==> src/rtl/core/kct_pkg.sv <==
`timescale 1ns / 1ps
package kct_pkg;

    localparam int TABLE_DEPTH = 32;
    localparam int KEY_WIDTH   = 16;
    localparam int IDX_W       = (TABLE_DEPTH > 1) ? $clog2(TABLE_DEPTH) : 1;

    localparam int TAG_W       = 16;
    localparam int AMT_W       = 32;
    localparam int COUNT_W     = 31;
    localparam int STATUS_W    = 3;
    localparam int ENTRY_W     = KEY_WIDTH + COUNT_W;

    localparam int IN_FIELDS_W  = 1 + TAG_W + AMT_W;
    localparam int IN_TDATA_W   = ((IN_FIELDS_W + 7) / 8) * 8;
    localparam int OUT_FIELDS_W = COUNT_W + STATUS_W;
    localparam int OUT_TDATA_W  = ((OUT_FIELDS_W + 7) / 8) * 8;

    typedef logic [KEY_WIDTH-1:0] t_key;
    typedef logic [IDX_W-1:0]     t_idx;
    typedef logic [COUNT_W-1:0]   t_count;
    typedef logic [STATUS_W-1:0]  t_status;

    localparam logic OP_ADD    = 1'b0;
    localparam logic OP_REMOVE = 1'b1;

    localparam t_status ST_UPDATED  = 3'd0;
    localparam t_status ST_INSERTED = 3'd1;
    localparam t_status ST_FREED    = 3'd2;
    localparam t_status ST_IGNORED  = 3'd3;
    localparam t_status ST_FULL     = 3'd4;

    typedef struct packed {
        logic capture;
        logic scan;
        logic commit;
    } t_cmd;

    typedef struct packed {
        logic scan_done;
        logic out_free;
    } t_sts;

endpackage

==> src/rtl/core/keyed_count_table_unit.sv <==
`timescale 1ns / 1ps
// Keyed count table: holds up to TABLE_DEPTH key/count pairs in a single-port-write,
// registered-read RAM with valid flags in flip-flops (cleared by reset, no clearing pass).
// Each request takes its own tag, looks it up by scanning the table one entry a cycle
// and then adds to, inserts, decrements or frees the entry (or leaves the table as it is
// for an ignored or full request), returning one result with the count after the
// request and a status code. One request is handled at a time: a request is captured,
// scanned through the table RAM read port up to a hit or the last entry, and committed
// once the previous result has been taken.
module keyed_count_table_unit (
    input  logic                               i_clk,
    input  logic                               i_rst_n,
    input  logic                               s_axis_tvalid,
    output logic                               s_axis_tready,
    // op [0], tag [16:1], amount [48:17], zero fill above
    input  logic [kct_pkg::IN_TDATA_W-1:0]     s_axis_tdata,
    output logic                               m_axis_tvalid,
    input  logic                               m_axis_tready,
    // count_after [30:0], status [33:31], zero fill above
    output logic [kct_pkg::OUT_TDATA_W-1:0]    m_axis_tdata
);
    import kct_pkg::*;

    t_cmd    w_cmd;
    t_sts    w_sts;
    t_count  w_count;
    t_status w_status;

    kct_ctrl u_ctrl (
        .i_clk     (i_clk),
        .i_rst_n   (i_rst_n),
        .i_in_valid(s_axis_tvalid),
        .o_in_ready(s_axis_tready),
        .i_sts     (w_sts),
        .o_cmd     (w_cmd)
    );

    kct_dpath u_dpath (
        .i_clk        (i_clk),
        .i_rst_n      (i_rst_n),
        .i_cmd        (w_cmd),
        .o_sts        (w_sts),
        .i_op         (s_axis_tdata[0]),
        .i_tag        (s_axis_tdata[TAG_W:1]),
        .i_amount     (s_axis_tdata[TAG_W+AMT_W:TAG_W+1]),
        .o_out_valid  (m_axis_tvalid),
        .i_out_ready  (m_axis_tready),
        .o_count_after(w_count),
        .o_status     (w_status)
    );

    assign m_axis_tdata = OUT_TDATA_W'({w_status, w_count});

endmodule

==> src/rtl/core/kct_ram.sv <==
`timescale 1ns / 1ps
module kct_ram #(
    parameter int WIDTH = 8,
    parameter int DEPTH = 32,
    parameter int ADDR_W = (DEPTH > 1) ? $clog2(DEPTH) : 1
) (
    input  logic              i_clk,
    input  logic              i_we,
    input  logic [ADDR_W-1:0] i_waddr,
    input  logic [WIDTH-1:0]  i_wdata,
    input  logic [ADDR_W-1:0] i_raddr,
    output logic [WIDTH-1:0]  o_rdata
);

    logic [WIDTH-1:0] r_mem [DEPTH];
    logic [WIDTH-1:0] r_rdata;

    always_ff @(posedge i_clk) begin
        if (i_we) begin
            r_mem[i_waddr] <= i_wdata;
        end
        r_rdata <= r_mem[i_raddr];
    end

    assign o_rdata = r_rdata;

endmodule

==> src/rtl/core/kct_ctrl.sv <==
`timescale 1ns / 1ps
module kct_ctrl (
    input  logic          i_clk,
    input  logic          i_rst_n,
    input  logic          i_in_valid,
    output logic          o_in_ready,
    input  kct_pkg::t_sts i_sts,
    output kct_pkg::t_cmd o_cmd
);
    import kct_pkg::*;

    typedef enum logic [1:0] {
        S_IDLE,
        S_SCAN,
        S_FINISH
    } t_state;

    t_state r_state;
    t_state n_state;

    always_comb begin
        n_state = r_state;
        o_cmd   = '0;
        unique case (r_state)
            S_IDLE: begin
                o_cmd.capture = i_in_valid;
                if (i_in_valid) begin
                    n_state = S_SCAN;
                end
            end
            S_SCAN: begin
                o_cmd.scan = 1'b1;
                if (i_sts.scan_done) begin
                    n_state = S_FINISH;
                end
            end
            S_FINISH: begin
                o_cmd.commit = i_sts.out_free;
                if (i_sts.out_free) begin
                    n_state = S_IDLE;
                end
            end
            default: begin
                n_state = S_IDLE;
            end
        endcase
    end

    always_ff @(posedge i_clk) begin
        if (!i_rst_n) begin
            r_state <= S_IDLE;
        end else begin
            r_state <= n_state;
        end
    end

    assign o_in_ready = (r_state == S_IDLE);

endmodule

==> src/rtl/core/kct_dpath.sv <==
`timescale 1ns / 1ps
module kct_dpath (
    input  logic                     i_clk,
    input  logic                     i_rst_n,
    input  kct_pkg::t_cmd            i_cmd,
    output kct_pkg::t_sts            o_sts,
    input  logic                     i_op,
    input  logic [kct_pkg::TAG_W-1:0] i_tag,
    input  logic [kct_pkg::AMT_W-1:0] i_amount,
    output logic                     o_out_valid,
    input  logic                     i_out_ready,
    output kct_pkg::t_count          o_count_after,
    output kct_pkg::t_status         o_status
);
    import kct_pkg::*;

    // captured request
    logic             r_op;
    t_key             r_key;
    logic [AMT_W-1:0] r_amt;

    // scan pipeline
    t_idx   r_rd_idx;
    logic   r_rd_on;
    t_idx   r_cmp_idx;
    logic   r_cmp_on;
    logic   r_hit;
    t_idx   r_slot;
    t_count r_cnt;
    logic   r_free_found;
    t_idx   r_free;

    logic [TABLE_DEPTH-1:0] r_valid;

    // result register
    logic    r_out_valid;
    t_count  r_out_count;
    t_status r_out_status;

    logic [ENTRY_W-1:0] w_rdata;
    t_key               w_rd_key;
    t_count             w_rd_cnt;
    logic               w_cmp_valid;
    logic               w_hit;
    logic               w_last;
    logic               w_done;

    logic               w_positive;
    t_count             w_amt;
    logic [COUNT_W:0]   w_sum;
    t_count             w_sat;
    t_count             w_diff;
    logic               w_we;
    t_idx               w_waddr;
    t_count             w_wcnt;
    logic               w_set_valid;
    logic               w_clr_valid;
    t_count             w_res_count;
    t_status            w_res_status;

    assign w_rd_key    = w_rdata[ENTRY_W-1:COUNT_W];
    assign w_rd_cnt    = w_rdata[COUNT_W-1:0];
    assign w_cmp_valid = r_valid[r_cmp_idx];
    assign w_hit       = i_cmd.scan && r_cmp_on && w_cmp_valid && (w_rd_key == r_key);
    assign w_last      = (r_cmp_idx == IDX_W'(TABLE_DEPTH - 1));
    assign w_done      = i_cmd.scan && r_cmp_on && (w_hit || w_last);

    assign o_sts.scan_done = w_done;
    assign o_sts.out_free  = !r_out_valid || i_out_ready;

    always_ff @(posedge i_clk) begin
        if (!i_rst_n) begin
            r_rd_on      <= 1'b0;
            r_cmp_on     <= 1'b0;
            r_hit        <= 1'b0;
            r_free_found <= 1'b0;
        end else if (i_cmd.capture) begin
            r_rd_on      <= 1'b1;
            r_cmp_on     <= 1'b0;
            r_hit        <= 1'b0;
            r_free_found <= 1'b0;
        end else if (i_cmd.scan) begin
            r_rd_on  <= r_rd_on && !w_done && (r_rd_idx != IDX_W'(TABLE_DEPTH - 1));
            r_cmp_on <= r_rd_on && !w_done;
            if (w_hit) begin
                r_hit <= 1'b1;
            end
            if (r_cmp_on && !w_cmp_valid && !r_free_found) begin
                r_free_found <= 1'b1;
            end
        end else begin
            r_rd_on  <= 1'b0;
            r_cmp_on <= 1'b0;
        end
    end

    always_ff @(posedge i_clk) begin
        if (i_cmd.capture) begin
            r_op     <= i_op;
            r_key    <= KEY_WIDTH'(i_tag);
            r_amt    <= i_amount;
            r_rd_idx <= '0;
        end else if (i_cmd.scan) begin
            r_rd_idx  <= r_rd_idx + IDX_W'(1);
            r_cmp_idx <= r_rd_idx;
            if (w_hit) begin
                r_slot <= r_cmp_idx;
                r_cnt  <= w_rd_cnt;
            end
            if (r_cmp_on && !w_cmp_valid && !r_free_found) begin
                r_free <= r_cmp_idx;
            end
        end
    end

    // update decision
    always_comb begin
        w_positive   = (r_amt != '0) && !r_amt[AMT_W-1];
        w_amt        = r_amt[COUNT_W-1:0];
        w_sum        = {1'b0, r_cnt} + {1'b0, w_amt};
        w_sat        = w_sum[COUNT_W] ? {COUNT_W{1'b1}} : w_sum[COUNT_W-1:0];
        w_diff       = r_cnt - w_amt;
        w_we         = 1'b0;
        w_waddr      = r_slot;
        w_wcnt       = w_sat;
        w_set_valid  = 1'b0;
        w_clr_valid  = 1'b0;
        w_res_count  = '0;
        w_res_status = ST_IGNORED;
        if (r_key == '0) begin
            w_res_status = ST_IGNORED;
        end else if (!w_positive) begin
            w_res_count = r_hit ? r_cnt : '0;
        end else if (r_op == OP_ADD) begin
            if (r_hit) begin
                w_we         = 1'b1;
                w_wcnt       = w_sat;
                w_res_count  = w_sat;
                w_res_status = ST_UPDATED;
            end else if (r_free_found) begin
                w_we         = 1'b1;
                w_waddr      = r_free;
                w_wcnt       = w_amt;
                w_set_valid  = 1'b1;
                w_res_count  = w_amt;
                w_res_status = ST_INSERTED;
            end else begin
                w_res_status = ST_FULL;
            end
        end else if (r_hit) begin
            if (r_cnt <= w_amt) begin
                w_clr_valid  = 1'b1;
                w_res_status = ST_FREED;
            end else begin
                w_we         = 1'b1;
                w_wcnt       = w_diff;
                w_res_count  = w_diff;
                w_res_status = ST_UPDATED;
            end
        end
    end

    always_ff @(posedge i_clk) begin
        if (!i_rst_n) begin
            r_valid     <= '0;
            r_out_valid <= 1'b0;
        end else if (i_cmd.commit) begin
            r_out_valid <= 1'b1;
            if (w_set_valid) begin
                r_valid[w_waddr] <= 1'b1;
            end
            if (w_clr_valid) begin
                r_valid[r_slot] <= 1'b0;
            end
        end else if (i_out_ready) begin
            r_out_valid <= 1'b0;
        end
    end

    always_ff @(posedge i_clk) begin
        if (i_cmd.commit) begin
            r_out_count  <= w_res_count;
            r_out_status <= w_res_status;
        end
    end

    kct_ram #(
        .WIDTH (ENTRY_W),
        .DEPTH (TABLE_DEPTH),
        .ADDR_W(IDX_W)
    ) u_table (
        .i_clk  (i_clk),
        .i_we   (i_cmd.commit && w_we),
        .i_waddr(w_waddr),
        .i_wdata({r_key, w_wcnt}),
        .i_raddr(r_rd_idx),
        .o_rdata(w_rdata)
    );

    assign o_out_valid   = r_out_valid;
    assign o_count_after = r_out_count;
    assign o_status      = r_out_status;

endmodule

==> config.mk <==
export PLATFORM = sky130hd
export DESIGN_NAME = keyed_count_table_unit
export DESIGN_NICKNAME = d
export VERILOG_FILES = /design/src/rtl/core/kct_pkg.sv /design/src/rtl/core/keyed_count_table_unit.sv /design/src/rtl/core/kct_ram.sv /design/src/rtl/core/kct_ctrl.sv /design/src/rtl/core/kct_dpath.sv
export SDC_FILE = /design/constraint.sdc
export NUM_CORES = 2
export LEC_CHECK = 0
export BUFFER_PORTS_ARGS = -buffer_cell sky130_fd_sc_hd__buf_2
export CAP_MARGIN = 0
export CORE_MARGIN = 1
export CORE_UTILIZATION = 45
export DETAILED_ROUTE_END_ITERATION = 7
export PLACE_DENSITY = 0.67
export SLEW_MARGIN = 30
export SYNTH_ARGS = -nofsm -noshare
export SYNTH_HDL_FRONTEND = slang
export SYNTH_SLANG_ARGS = --single-unit
==> constraint.sdc <==
create_clock -name i_clk -period 16.38 [get_ports i_clk]
set_input_delay 0.819 -clock i_clk [delete_from_list [all_inputs] [get_ports i_clk]]
set_output_delay 0.819 -clock i_clk [all_outputs]
set_load 0.1 [all_outputs]
==> results.yml <==
drt:
  ant_nets: 0
  routed_wl_mm: 172
  routed_wire_length_per_instance_um: 29.6
  drt_first_pass_iters: 8
  top_layer: "met4"
  dr.first_iter.drc_count: 4507
  met3_length_mm: 14.2
  viasPerCell: 6.05
  wl_met1_mm: 73.3
  drcViolationCount: 2
  vias: 35200
  routed-wl-met2_mm: 81.2
worst_hold_path:
  hold_class: "primary input to register"
cts:
  clk_latency_ns: 0.81
  clkTransAtPathRegs_ns: 0.06
  numCtsBuffers: 171
  cts_tree: "done"
  post_cts_buffers: 0
  numClockSinks: 1724
  cts_hold_buf: 0
  cts-htree-levels: 4
  cts_root_buffer: "clkbuf_16"
  clockBufferDepth: 3
  post_cts_resize_count: 0
worst_setup_path:
  cp.required_ns: 16.79
  cp_max_fo: 30
  arrival_ns: 7.04
  crit_family: "simple AND/OR/NAND/NOR gates"
  cp_cell_sequence: "buf_8, nor4_1, and4_1, buf_4, a211oi_2, buf_4, nand2_1, mux2i_1, nand2b_1, nor2_4, buf_4"
  path_class: "register to register"
  slowest_stage: "nor2_4"
  critPathBufInv: 4
  crit_top_cell: "buf_4"
  cp-end-kind: "register"
  cp_slowest_stage_delay_ns: 0.91
  cp-start-kind: "register"
floorplanning:
  initial_core_util: 0.455
  die_y_um: 394
  num_rows: 143
  coreArea_um2: 152000
  ios: 102
  die_x_um: 394
  die_area_um2: 156000
layout:
  nNetsFinal: 3768
  fillers: 12000
  post-route-util: 0.516
  drive_gt1_frac: 0.282
  layout_commonest_cell: "edfxtp_1"
  diodes: 0
  area_growth_pct: 13.4
  layout_common_cells: "1,633 x edfxtp_1, 480 x mux4_2, 175 x clkbuf_16"
  stdcell_area_um2: 78600
timing:
  fin_tns_setup_ns: 0
  worstMarginPinSlew_ns: 1.04
  fin_crit_ns: 6.63
  finalCritPeriodShare: 0.405
  rsz0062_at_grt: "false"
  setup_viol: 0
  slew_violations: 0
  relSlewSlack: 0.299
  hold_viol: 0
  clock_skew_ns: 0.0527
  clock.fmax_mhz: 151
placement:
  port_buffers: 88
  post_dp_cell_area_um2: 73000
  globalplace.congestion: 0.903
  hpwl_mm: 95.0
synth:
  ys_seq_elements: 1724
  yosysSeqAreaShare: 0.734
  synthArstFlopShare: 0
  synth_edf_count: 1633
  avgSynthCellArea_um2: 20.1
  synth_cell_types: 80
  synth.cell_area_um2: 69300
  synthCells: 3448
  synthFlopType: "edfxtp_1"
  synth_warnings: 0
outcome:
  status: "finished with violations"
  failed_checks: "DRC"
pwr:
  power.internal_w: 0.00770
  p_per_area_nw_per_um2: 128
  netSwitchingFraction: 0.237
  irDropWorstVdd_v: 0.000110
  p_comb_frac: 0.125
  fin_total_pwr_w: 0.0101
  power.net_switching_w: 0.00239
  seqPwrFrac: 0.498
  p_leak_nw: 24.3
  p_clk_frac: 0.377
global_route:
  grt_pass1_vias: 34900
  grt-ovfl-total: 0
  grt_pass1_wl_mm: 248
  grt_start_max_net_pins: 103
  grt_use_total: 0.221
  antenna_found_initial: 1
job:
  maxCapViolCount: 0
==> synth_stat cells, types with 20 or more instances <==
| library cell | count | area share |
|---|---|---|
| dfxtp_1 | 91 | 0.026 |
| nand2_1 | 80 | 0.0043 |
| nor3_1 | 34 | 0.0025 |
| o21ai_0 | 60 | 0.0043 |
| clkbuf_1 | 102 | 0.0055 |
| a211oi_1 | 27 | 0.0029 |
| nand3_1 | 23 | 0.0017 |
| mux4_2 | 480 | 0.16 |
| nor4_1 | 22 | 0.0020 |
| nor2_1 | 127 | 0.0069 |
| a22oi_1 | 20 | 0.0022 |
| buf_2 | 24 | 0.0017 |
| buf_1 | 44 | 0.0024 |
| a21oi_1 | 124 | 0.0090 |
| mux2_2 | 51 | 0.0083 |
| xnor2_1 | 39 | 0.0049 |
| ha_1 | 64 | 0.012 |
| inv_1 | 68 | 0.0037 |
| edfxtp_1 | 1633 | 0.71 |
| o21ai_1 | 23 | 0.0017 |
| nand2b_1 | 30 | 0.0027 |
| a21o_1 | 21 | 0.0023 |
==> state kept, by name, indices dropped and copies added (netlist names) <==
name,count
u_ctrl.r_state,2
u_dpath.o_count_after,31
u_dpath.o_out_valid,1
u_dpath.o_status,3
u_dpath.r_amt,32
u_dpath.r_cmp_idx,5
u_dpath.r_cmp_on,1
u_dpath.r_cnt,31
u_dpath.r_free,5
u_dpath.r_free_found,1
u_dpath.r_hit,1
u_dpath.r_key,16
u_dpath.r_op,1
u_dpath.r_rd_idx,5
u_dpath.r_rd_on,1
u_dpath.r_slot,5
u_dpath.r_valid,32
u_dpath.u_table.o_rdata,47
u_dpath.u_table.r_mem,1504
==> kinds of logic after synthesis <==
group | count (synthesis) | share of synthesized area
fa+ha+maj | 66 | 0.0121
mux | 539 | 0.165
compound gates | 410 | 0.0386
flops | 1724 | 0.734
simple gates | 397 | 0.0281
other cells | 1 | 0.0000541
xor+xnor | 55 | 0.00695
buf+inv | 256 | 0.0150
==> final cells by class <==
type | instances | area [µm²] | share of cell area
Clock buffer | 222 | 4620 | 0.0587
Tap cell | 2030 | 2540 | 0.0323
Multi-Input combinational cell | 1473 | 17900 | 0.228
Timing Repair Buffer | 197 | 1500 | 0.0191
Clock inverter | 92 | 825 | 0.0105
Sequential cell | 1724 | 50900 | 0.647
Inverter | 75 | 282 | 0.00358
==> worst register-to-register path: stages (launching register included) <==
cell      delay (ns)
edfxtp_1        0.63
buf_8           0.27
nor4_1          0.59
and4_1          0.47
buf_4           0.44
a211oi_2        0.09
buf_4           0.23
nand2_1         0.63
mux2i_1         0.73
nand2b_1        0.54
nor2_4          0.91
buf_4           0.71
==> metal layers <==
metal / up-vias / track usage
met5: - / 0
met4: 0 / 0.0519
met1: 18800 / 0.326
met3: 233 / 0.0409
li1: 14700 / -
met2: 1501 / 0.345
==> final timing paths <==
check,cells past startpoint,endpoint,from,slack (ns)
worst min-delay path,1,u_dpath.r_key[7],s_axis_tdata[8],0.18
worst min register to register,0,u_dpath.r_cnt[25],u_dpath.u_table.o_rdata[25],0.40
worst max register to register,11,u_dpath.u_table.r_mem[3][8],u_dpath.r_key[12],9.75
worst max-delay path,11,u_dpath.u_table.r_mem[3][8],u_dpath.r_key[12],9.75
==> power by group through the flow <==
stage | Combinational (W) | Sequential (W) | Clock (W)
finish | 0.00126 | 0.00503 | 0.00380
CTS | 0.00127 | 0.00503 | 0.00385
global placement | 0.00125 | 0.00512 | 0
detailed placement | 0.00127 | 0.00512 | 0
floorplan | 0.000960 | 0.00509 | 0
global route | 0.00136 | 0.00503 | 0.00402
==> per-stage QoR <==
stage,instances,hold WS (ns),setup WS [ns]
detailed placement,5492,0.389,9.64
finish,5813,0.184,9.75
CTS,5806,0.130,9.64
global placement,5485,0.386,9.77
global route,5813,0.140,9.66
floorplan,3453,0.386,10.61
(Power assumes the default switching activity.)
